**src/rtl/tdf_pkg.sv**
```systemverilog
package tdf_pkg;

  localparam int WIDTH = 32;
  localparam int CntW  = $clog2(WIDTH);

  // Controller states, one-hot
  typedef enum logic [4:0] {
    S_IDLE  = 5'b00001,
    S_START = 5'b00010,
    S_TWOS  = 5'b00100,
    S_DIV   = 5'b01000,
    S_EVAL  = 5'b10000
  } ctrl_state_e;

  // Source of an emitted factor
  typedef enum logic [1:0] {
    EMIT_NONE = 2'd0,
    EMIT_TWO  = 2'd1,
    EMIT_DIV  = 2'd2,
    EMIT_REM  = 2'd3
  } emit_sel_e;

  typedef struct packed {
    logic      load;
    logic      shift_two;
    logic      init_div;
    logic      next_div;
    logic      take_quot;
    logic      div_start;
    logic      emit;
    emit_sel_e sel;
    logic      emit_last;
  } dp_cmd_t;

  typedef struct packed {
    logic r_lt2;
    logic r_even;
    logic r_is2;
    logic r_gt1;
    logic div_done;
    logic d_gt_q;
    logic rem_zero;
    logic q_is1;
    logic slot_free;
  } dp_stat_t;

endpackage

```
**src/rtl/tdf_div.sv**
```systemverilog
module tdf_div
  import tdf_pkg::*;
(
  input  logic             clk_i,
  input  logic             rst_ni,
  input  logic             start_i,
  input  logic [WIDTH-1:0] dividend_i,
  input  logic [WIDTH-1:0] divisor_i,
  output logic             done_o,
  output logic [WIDTH-1:0] quot_o,
  output logic [WIDTH-1:0] rem_o
);

  logic            busy_q, done_q;
  logic [CntW-1:0] cnt_q;
  logic [WIDTH-1:0] quo_q, rem_q, dvs_q;
  logic [WIDTH:0]   shifted, diff;
  logic             ge;

  // One restoring step: bring down the next dividend bit and try a subtract
  always_comb begin
    shifted = {rem_q, quo_q[WIDTH-1]};
    diff    = shifted - {1'b0, dvs_q};
    ge      = ~diff[WIDTH];
  end

  // Sequence the steps, one quotient bit per cycle
  always_ff @(posedge clk_i or negedge rst_ni) begin
    if (!rst_ni) begin
      busy_q <= 1'b0;
      done_q <= 1'b0;
      cnt_q  <= '0;
    end else if (start_i) begin
      busy_q <= 1'b1;
      done_q <= 1'b0;
      cnt_q  <= '0;
    end else if (busy_q) begin
      if (cnt_q == CntW'(WIDTH - 1)) begin
        busy_q <= 1'b0;
        done_q <= 1'b1;
      end else begin
        cnt_q <= cnt_q + 1'b1;
      end
    end
  end

  // Operand and partial result registers
  always_ff @(posedge clk_i) begin
    if (start_i) begin
      quo_q <= dividend_i;
      rem_q <= '0;
      dvs_q <= divisor_i;
    end else if (busy_q) begin
      quo_q <= {quo_q[WIDTH-2:0], ge};
      rem_q <= ge ? diff[WIDTH-1:0] : shifted[WIDTH-1:0];
    end
  end

  assign done_o = done_q;
  assign quot_o = quo_q;
  assign rem_o  = rem_q;

endmodule

```
**src/rtl/tdf_datapath.sv**
```systemverilog
module tdf_datapath
  import tdf_pkg::*;
(
  input  logic             clk_i,
  input  logic             rst_ni,
  input  dp_cmd_t          cmd_i,
  output dp_stat_t         stat_o,
  input  logic [WIDTH-1:0] in_value_i,
  output logic             out_valid_o,
  input  logic             out_stall_i,
  output logic [WIDTH-1:0] out_factor_o,
  output logic             out_last_o,
  output logic             out_none_o
);

  logic [WIDTH-1:0] rem_val_q, rem_val_d;
  logic [WIDTH-1:0] div_q, div_d;
  logic [WIDTH-1:0] quot, drem;
  logic             div_done;
  logic             out_valid_q;
  logic [WIDTH-1:0] factor_q, factor_d;
  logic             last_q, none_q;

  // Next remaining value and trial divisor
  always_comb begin
    rem_val_d = rem_val_q;
    if (cmd_i.load) begin
      rem_val_d = in_value_i;
    end else if (cmd_i.shift_two) begin
      rem_val_d = {1'b0, rem_val_q[WIDTH-1:1]};
    end else if (cmd_i.take_quot) begin
      rem_val_d = quot;
    end
    div_d = div_q;
    if (cmd_i.init_div) begin
      div_d = WIDTH'(3);
    end else if (cmd_i.next_div) begin
      div_d = div_q + WIDTH'(2);
    end
  end

  always_ff @(posedge clk_i) begin
    rem_val_q <= rem_val_d;
    div_q     <= div_d;
  end

  // Divider works on the values being written this cycle
  tdf_div u_div (
    .clk_i      (clk_i),
    .rst_ni     (rst_ni),
    .start_i    (cmd_i.div_start),
    .dividend_i (rem_val_d),
    .divisor_i  (div_d),
    .done_o     (div_done),
    .quot_o     (quot),
    .rem_o      (drem)
  );

  // Pick the factor to emit
  always_comb begin
    case (cmd_i.sel)
      EMIT_TWO: factor_d = WIDTH'(2);
      EMIT_DIV: factor_d = div_q;
      EMIT_REM: factor_d = rem_val_q;
      default:  factor_d = '0;
    endcase
  end

  // Output register: load on emit, drop once transferred
  always_ff @(posedge clk_i or negedge rst_ni) begin
    if (!rst_ni) begin
      out_valid_q <= 1'b0;
    end else if (cmd_i.emit) begin
      out_valid_q <= 1'b1;
    end else if (!out_stall_i) begin
      out_valid_q <= 1'b0;
    end
  end

  always_ff @(posedge clk_i) begin
    if (cmd_i.emit) begin
      factor_q <= factor_d;
      last_q   <= cmd_i.emit_last;
      none_q   <= (cmd_i.sel == EMIT_NONE);
    end
  end

  // Status to the controller
  always_comb begin
    stat_o.r_lt2     = (rem_val_q < WIDTH'(2));
    stat_o.r_even    = ~rem_val_q[0];
    stat_o.r_is2     = (rem_val_q == WIDTH'(2));
    stat_o.r_gt1     = (rem_val_q > WIDTH'(1));
    stat_o.div_done  = div_done;
    stat_o.d_gt_q    = (div_q > quot);
    stat_o.rem_zero  = (drem == '0);
    stat_o.q_is1     = (quot == WIDTH'(1));
    stat_o.slot_free = ~out_valid_q | ~out_stall_i;
  end

  assign out_valid_o  = out_valid_q;
  assign out_factor_o = factor_q;
  assign out_last_o   = last_q;
  assign out_none_o   = none_q;

endmodule

```
**src/rtl/tdf_ctrl.sv**
```systemverilog
module tdf_ctrl
  import tdf_pkg::*;
(
  input  logic     clk_i,
  input  logic     rst_ni,
  input  logic     in_valid_i,
  output logic     in_stall_o,
  input  dp_stat_t stat_i,
  output dp_cmd_t  cmd_o
);

  ctrl_state_e state_q, state_d;

  always_ff @(posedge clk_i or negedge rst_ni) begin
    if (!rst_ni) begin
      state_q <= S_IDLE;
    end else begin
      state_q <= state_d;
    end
  end

  // Sequence: small-value check, strip twos, then odd trial divisors
  always_comb begin
    state_d    = state_q;
    cmd_o      = '0;
    cmd_o.sel  = EMIT_NONE;
    in_stall_o = 1'b1;
    unique case (state_q)
      S_IDLE: begin
        in_stall_o = 1'b0;
        if (in_valid_i) begin
          cmd_o.load = 1'b1;
          state_d    = S_START;
        end
      end
      S_START: begin
        if (stat_i.r_lt2) begin
          if (stat_i.slot_free) begin
            cmd_o.emit      = 1'b1;
            cmd_o.sel       = EMIT_NONE;
            cmd_o.emit_last = 1'b1;
            state_d         = S_IDLE;
          end
        end else begin
          state_d = S_TWOS;
        end
      end
      S_TWOS: begin
        if (stat_i.r_even) begin
          if (stat_i.slot_free) begin
            cmd_o.emit      = 1'b1;
            cmd_o.sel       = EMIT_TWO;
            cmd_o.emit_last = stat_i.r_is2;
            cmd_o.shift_two = 1'b1;
            if (stat_i.r_is2) begin
              state_d = S_IDLE;
            end
          end
        end else begin
          cmd_o.init_div  = 1'b1;
          cmd_o.div_start = 1'b1;
          state_d         = S_DIV;
        end
      end
      S_DIV: begin
        if (stat_i.div_done) begin
          state_d = S_EVAL;
        end
      end
      S_EVAL: begin
        if (stat_i.d_gt_q) begin
          // Divisor past the square root: what is left is prime
          if (stat_i.r_gt1) begin
            if (stat_i.slot_free) begin
              cmd_o.emit      = 1'b1;
              cmd_o.sel       = EMIT_REM;
              cmd_o.emit_last = 1'b1;
              state_d         = S_IDLE;
            end
          end else begin
            state_d = S_IDLE;
          end
        end else if (stat_i.rem_zero) begin
          if (stat_i.slot_free) begin
            cmd_o.emit      = 1'b1;
            cmd_o.sel       = EMIT_DIV;
            cmd_o.emit_last = stat_i.q_is1;
            cmd_o.take_quot = 1'b1;
            if (stat_i.q_is1) begin
              state_d = S_IDLE;
            end else begin
              cmd_o.div_start = 1'b1;
              state_d         = S_DIV;
            end
          end
        end else begin
          cmd_o.next_div  = 1'b1;
          cmd_o.div_start = 1'b1;
          state_d         = S_DIV;
        end
      end
      default: begin
        state_d = S_IDLE;
      end
    endcase
  end

endmodule

```
**src/rtl/trial_division_factorizer.sv**
```systemverilog
// Channel | Handshake             | Payload
// --------+-----------------------+-------------------------------------------
// in      | in_valid_i/in_stall_o | in_value_i
// out     | out_valid_o/out_stall_i | out_factor_o, out_last_o, out_none_o
//
// One item at a time; each odd trial divisor costs one restoring division plus
// control, on the shared bit-serial divider. Worst case about 32768 divisors.
// Reset is asynchronous, active low, and clears controller, divider and output valid.
// A stalled output holds the sequencer at an emit; the input stalls while an item is in progress.
module trial_division_factorizer
  import tdf_pkg::*;
(
  input  logic             clk_i,
  input  logic             rst_ni,
  input  logic             in_valid_i,
  output logic             in_stall_o,
  input  logic [WIDTH-1:0] in_value_i,
  output logic             out_valid_o,
  input  logic             out_stall_i,
  output logic [WIDTH-1:0] out_factor_o,
  output logic             out_last_o,
  output logic             out_none_o
);

  dp_cmd_t  cmd;
  dp_stat_t stat;

  tdf_ctrl u_ctrl (
    .clk_i      (clk_i),
    .rst_ni     (rst_ni),
    .in_valid_i (in_valid_i),
    .in_stall_o (in_stall_o),
    .stat_i     (stat),
    .cmd_o      (cmd)
  );

  tdf_datapath u_dp (
    .clk_i        (clk_i),
    .rst_ni       (rst_ni),
    .cmd_i        (cmd),
    .stat_o       (stat),
    .in_value_i   (in_value_i),
    .out_valid_o  (out_valid_o),
    .out_stall_i  (out_stall_i),
    .out_factor_o (out_factor_o),
    .out_last_o   (out_last_o),
    .out_none_o   (out_none_o)
  );

endmodule

```
**config.mk**
```make
export PLATFORM = sky130hd
export DESIGN_NAME = trial_division_factorizer
export DESIGN_NICKNAME = d
export VERILOG_FILES = /design/src/rtl/tdf_pkg.sv /design/src/rtl/tdf_div.sv /design/src/rtl/tdf_datapath.sv /design/src/rtl/tdf_ctrl.sv /design/src/rtl/trial_division_factorizer.sv
export SDC_FILE = /design/constraint.sdc
export NUM_CORES = 1
export LEC_CHECK = 0
export BUFFER_PORTS_ARGS = -buffer_cell sky130_fd_sc_hd__buf_2
export CELL_PAD_IN_SITES_DETAIL_PLACEMENT = 0
export CELL_PAD_IN_SITES_GLOBAL_PLACEMENT = 1
export CORE_ASPECT_RATIO = 2
export CORE_MARGIN = 2
export CORE_UTILIZATION = 35
export CTS_CLUSTER_DIAMETER = 60
export DETAILED_ROUTE_END_ITERATION = 10
export PLACE_DENSITY = 0.64
export REMOVE_ABC_BUFFERS = 1
export SLEW_MARGIN = 20
export SYNTH_ARGS = -nofsm -noshare
export SYNTH_HDL_FRONTEND = slang
export SYNTH_SLANG_ARGS = --single-unit
```
**constraint.sdc**
```tcl
create_clock -name clk_i -period 7.9 [get_ports clk_i]
set_input_delay 0.79 -clock clk_i [delete_from_list [all_inputs] [get_ports clk_i]]
set_output_delay 0.79 -clock clk_i [all_outputs]
set_load 0.02 [all_outputs]
```
# Word-level counts from Yosys, hierarchy flattened
# Cells that the tools add are included.
classes:
  n_addsub: 3
  n_lt_le_gt_ge: 3
  eq_ne: 18
  muxes: 57
  bitwise: 4
  n_reduce_logical: 7
op_table:
  columns: ["op", "count"]
  rows:
  - ["$mux W32", 8]
  - ["$pmux W32 S3", 1]
  - ["$mux W5", 14]
  - ["$mux W4", 9]
  - ["$sub A33 B32 Y33", 1]
  - ["$add A32 B2 Y32 const B", 1]
  - ["$eq A32 B1 Y1 const B", 1]
  - ["$eq A32 B2 Y1 const B", 1]
  - ["$gt A32 B1 Y1 const B", 1]
  - ["$gt A32 B32 Y1", 1]
  - ["$logic_not A32 Y1", 1]
  - ["$lt A32 B2 Y1 const B", 1]
  - ["$pmux W5 S5", 1]
  - ["$mux W1", 18]
  - ["$pmux W4 S3", 1]
  - ["$eq A5 B5 Y1 const B", 2]
  - ["$mux W6", 1]
  - ["$add A5 B1 Y5 const B", 1]
  - ["$eq A5 B1 Y1 const B", 1]
  - ["$eq A5 B2 Y1 const B", 1]
  - ["$eq A5 B3 Y1 const B", 1]
  - ["$eq A5 B4 Y1 const B", 1]
  - ["$reduce_and A5 Y1", 1]
  - ["$eq A2 B2 Y1 const B", 2]
  - ["14 further kinds", 21]
totals:
  register_bits: 207
  in_bits: 36
  out_inout_bits: 36

# Logic depth before layout (Yosys ltp)
logic_depth:
  word_depth: 10
  mapped_depth: 14
  mapped_depth_nobuf: 13

# Hierarchy
# A second synthesis with hierarchy kept.
hier_totals:
  cells_unflattened: 1271
  hier_area_um2: 12373.1
by_module_without_submodules:
  columns: ["mod", "n_inst", "cells_each", "area_each_um2", "seq_area_each_um2"]
  rows:
  - ["tdf_div", 1, 570, 6119.6, 2737.6]
  - ["tdf_datapath", 1, 627, 5711.7, 2327.2]
  - ["tdf_ctrl", 1, 74, 541.8, 126.4]

# Worst setup path before layout
# OpenSTA, ideal clock, no wires.
synth_timing:
  path_type: "reg2reg"
  from: "reg u_dp.u_div.quo_q[5] (netlist: u_dp.u_div.quot_o[5])"
  to: "reg u_dp.factor_q[0] (netlist: u_dp.out_factor_o[0]) (enable)"
  setup_time_ns: 0.425
  arrival_ns: 3.639
  required_ns: 7.475
  path_slack_ns: 3.835
  stages_incl_launch_ff: 12
  n_path_buf: 0
  synth_period_minus_slack_ns: 4.065
  path_cell_list: "edfxtp_1 > inv_1 > ha_1 > a21o_1 > a21o_1 > a21o_1 > a221oi_2 > nand4_2 > a211oi_2 > or2_2 > nor2_1 > nor2_1"
synth_rtl:
  columns: ["item", "line_no", "source"]
  rows:
  - ["from (decl)", "tdf_div.sv:16", "logic [WIDTH-1:0] quo_q, rem_q, dvs_q;"]
  - ["from (signal assigned)", "tdf_div.sv:50", "quo_q <= dividend_i;"]
  - ["from (signal assigned)", "tdf_div.sv:54", "quo_q <= {quo_q[WIDTH-2:0], ge};"]
  - ["to (signal assigned)", "tdf_datapath.sv:82", "factor_q <= factor_d;"]
  - ["to (decl)", "tdf_datapath.sv:21", "logic [WIDTH-1:0] factor_q, factor_d;"]

# Worst setup path in the final report
layout_timing:
  from: "reg u_dp.u_div.quo_q[27] (netlist: u_dp.u_div.quot_o[27])"
  to: "reg u_dp.u_div.quo_q[0] (netlist: u_dp.u_div.quot_o[0]) (data pin)"
layout_via:
  elab_chain_cells: 7
  elab_cells_between_ends: 12
layout_rtl:
  columns: ["item", "line_no", "source"]
  rows:
  - ["$gt A32 B32 Y1 / $eq A32 B1 Y1 (equally long branches)", "tdf_datapath.sv:95, tdf_datapath.sv:97", null]
  - ["$mux W3 *", "tdf_ctrl.sv:71", "if (stat_i.d_gt_q) begin"]
  - ["$mux W2 / $mux W6 (equally long branches)", "tdf_ctrl.sv:28, tdf_ctrl.sv:84", null]
  - ["$mux W32 / $mux W1 (equally long branches)", "tdf_datapath.sv:31, tdf_ctrl.sv:83", null]
  - ["$mux W32 / $mux W3 (equally long branches)", "tdf_datapath.sv:29, tdf_ctrl.sv:71", null]
  - ["$mux W32 / $pmux W1 S2 (equally long branches)", "tdf_datapath.sv:27, tdf_ctrl.sv:28", null]
  - ["$mux W32 *", "tdf_div.sv:49", "if (start_i) begin"]
# Every way passes the cells marked *; elsewhere a longest branch is shown, timed or not.
# A chain may end at the register's enable or synchronous reset.

==> impl_results.md <==
* Fraction of layout cells with a size suffix above 1 at 11.1%
* Total GRT Usage at between 20% and 30%
* Crit path largest cell delay at around 0.53 ns
* Worst Max-Slew Pin Slew at a little over 1 ns
* Clk buf depth at 3
* Post-synthesis compound-gate area fraction at 21.0%
* Worst VDD drop at ~0.00025 V
* Final setup violation count at 0
* Adder-cell share of the synthesized area at between 7 and 8%
* CP Launch Type: flip-flop
* DR iter-0 viols at roughly 560
* Storage element area at 5190 µm²
* CP max stage cell: and2_2
* First-pass GRT wire length at 56.3 mm
* Family with the most delay on the worst path: compound AO/OA/AOI/OAI gates
* Hpwl dp at approximately 26 mm
* Final worst path period share at between 50% and 60%
* Max-slew headroom at between 30% and 40%
* Routed len/inst at roughly 20 µm
* H-tree Lvls at 1
* Clock transition at path regs at about 0.07 ns
* N_diodes at 0
* Area share of the largest cell type after synthesis at 25.1%
* Cell count along the critical path at 13
* CP startpoint: u_dp.u_div.quot_o[27]
* Pin count of the biggest net entering global routing at 70
* Total Wirelength at 35.8 mm
* Post CTS Setup Buffer Count at 0
* Vias at 9553
* CTS sink count at between 200 and 250
* PortBufs at just over 70
* Worst path most repeated cell: a21oi_1
* CORE AREA at between 30000 and 40000 µm²
* Crit-path cells: inv_1 -> ha_1 -> a21oi_1 -> o21a_1 -> nor2_1 -> a211oi_1 -> a21oi_1 -> a211oi_4 -> and2_2 -> buf_4 -> mux2i_1 -> a21oi_1 -> mux2_2
* Clock skew at between 0.01 and 0.015 ns
* Die width at roughly 130 µm
* Buf/Inv on CP at 2
* Final ANT Viol Nets at 0
* Post-Synthesis Cell Area at about 12000 µm²
* Die H at about 260 µm
* Filler cells at between 3000 and 4000
* Vias in the first global route at 10118
* Synth area leader: edfxtp_1
* RR Startpoint: u_dp.u_div.quot_o[27]
* # DRC at 0
* Gp weighted congestion at roughly 0.86
* Critical path required time at approximately 8.2 ns
* Die area at 35100 µm²
* First drt pass iteration count at 5
* Largest family of logic cells by synthesized area: compound AO/OA/AOI/OAI gates
* Max-slew violation total from the final report at 0
* Row count at 94
* CP Max Fanout at 42
* Critical path class: reg -> reg
* Number of I/O pins at 72
* Setup TNS at 0 ns
* Count leader, synth: nor2_1
* Clock Latency Late Sink at around 0.52 ns
* Async set-reset flop share out of synthesis at approximately 6.3%
* Max cap viols at 0
* Gate Count Post-Synth at between 1000 and 1500
* Largest cells by area after synthesis: edfxtp_1 25%, dfxtp_1 16%, ha_1 7.1%, nor2_1 4.2%, a21oi_1 4.0%
* Vias/cell at around 5.5
* TritonCTS clock tree: done
* Synth cell types at 61
* Multi-input logic area at 5960 µm²
* Post-Synth Simple-Gate Area at ~15%
* Initial cell density of the core at between 30% and 40%
* P&R area growth vs syn at 12.0%
* Initial antenna violation count at 0
* Status: finished, final reports clean
* Yosys Warn Count at 0
* Yosys reg bits at slightly above 200
* Hold WC Path Type: in -> async
* Power density cells at ~350 nW/µm²
* Lkg Pwr at around 5.6 nW
* Sequential share of the synthesized area at between 40% and 50%
* Commonest cells post-synth: 130 x nor2_1, 98 x edfxtp_1, 96 x dfxtp_1, 93 x a21oi_1, 87 x o21ai_0
* CTS Buf Count at 21
* R2R depth at 13
* CP Capture Type: flip-flop
* RSZ-0062 raised after global routing: no
* Avg Cell Area, Syn at slightly above 9 µm²
* Hold buffers post-CTS at 0
* Post-synthesis mux area share at about 3.1%
* Post-CTS sizing at 0
* Critical Path AT at ~4.5 ns
* Grt ovf at 0
* Final Hold Slack at around 0.15 ns
* Final hold viol count at 0
* EDFF count, synth at 98
* Period minus WS final at between 4 and 5 ns
* Fin nets at between 1000 and 1500
* CTS Root Cell: clkbuf_16
* Post-synth top flop: edfxtp_1
* Fmax at between 200 and 250 MHz
* Synth Area in XOR/XNOR at about 4.2%
## registers in the layout (all words and copies together), names as in the netlist
register,flops
u_dp.u_div.done_o,1
u_dp.out_valid_o,1
u_dp.out_factor_o,32
u_ctrl.state_q,5
u_dp.rem_val_q,32
u_dp.div_q,32
u_dp.out_last_o,1
u_dp.u_div.quot_o,32
u_dp.u_div.busy_q,1
u_dp.u_div.rem_o,32
u_dp.u_div.dvs_q,32
u_dp.out_none_o,1
u_dp.u_div.cnt_q,5
## routing by layer
metal  global-route usage, %  share of wire (%)  vias up
met3                    1.77                2.5       75
met1                    20.8                 36     4627
met2                    41.2                 57      175
met5                       0                  0        -
met4                    9.63                4.7        0
li1                        -                  -     4676
## path summary, 6_finish.rpt
kind                                         to  slack, ns
max in group asynchronous     u_ctrl.state_q[0]       7.46
min in group clk_i           u_dp.rem_val_q[25]       0.46
setup / recovery           u_dp.u_div.quot_o[0]       3.69
hold / removal                u_ctrl.state_q[3]       0.15
hold reg to reg                   u_dp.div_q[0]       0.50
setup reg to reg           u_dp.u_div.quot_o[0]       3.69
## layout by cell type, fill, tap and decap left out, types with 18 or more instances in the layout
| cell type | Yosys | routed |
|---|---|---|
| a211oi_1 | 35 | 35 |
| a21o_1 | 56 | 55 |
| a21oi_1 | 93 | 93 |
| a22o_1 | 31 | 31 |
| a31oi_1 | 36 | 36 |
| buf_2 | 8 | 71 |
| clkbuf_16 | 0 | 21 |
| dfxtp_1 | 96 | 96 |
| edfxtp_1 | 98 | 98 |
| ha_1 | 67 | 67 |
| inv_1 | 84 | 84 |
| mux2i_1 | 33 | 33 |
| nand2_1 | 56 | 54 |
| nand3_1 | 51 | 51 |
| nand4_1 | 18 | 18 |
| nor2_1 | 130 | 128 |
| nor4_1 | 25 | 25 |
| o21ai_0 | 87 | 87 |
| xnor2_1 | 36 | 36 |
## cells by family (layout without fill, tap and decap cells)
| family | count (synthesis) | count (layout) |
|---|---|---|
| DFF | 207 | 207 |
| muxes | 36 | 36 |
| and+or+nand+nor | 358 | 358 |
| xor gates and xnor gates | 54 | 54 |
| AOI/OAI and AO/OA | 383 | 383 |
| adders and majority gates | 68 | 68 |
| buffers and inverters | 153 | 202 |
## metrics by stage
step	utilization (%)	setup slack, ns	area, µm²	total power [W]	cells
3_5_place_dp	37.7	3.69	12400	0.00356	1703
2_1_floorplan	-	2.67	11400	0.00300	1190
4_1_cts	39.8	3.66	13100	0.00462	1739
6_report	39.9	3.69	13100	0.00458	1740
5_1_grt	39.9	3.48	13100	0.00489	1740
3_3_place_gp	37.7	3.65	12400	0.00355	1703
## where the power goes
group	switching (W)	internal, W
Clock	0.000457	0.000579
Combinational	0.00106	0.000737
Sequential	0.000307	0.00144
Total	0.00183	0.00275
## area by class of cell
class                      count  share of cell area, %
sequential                   207                   39.5
timing repair buffer          82                   3.48
multi-input combinational    899                   45.3
tap                          432                   4.11
clock inverter                 9                  0.876
inverter                      84                   2.40
clock buffer                  27                   4.32
No activity file was read; power rests on OpenSTA's default activity.
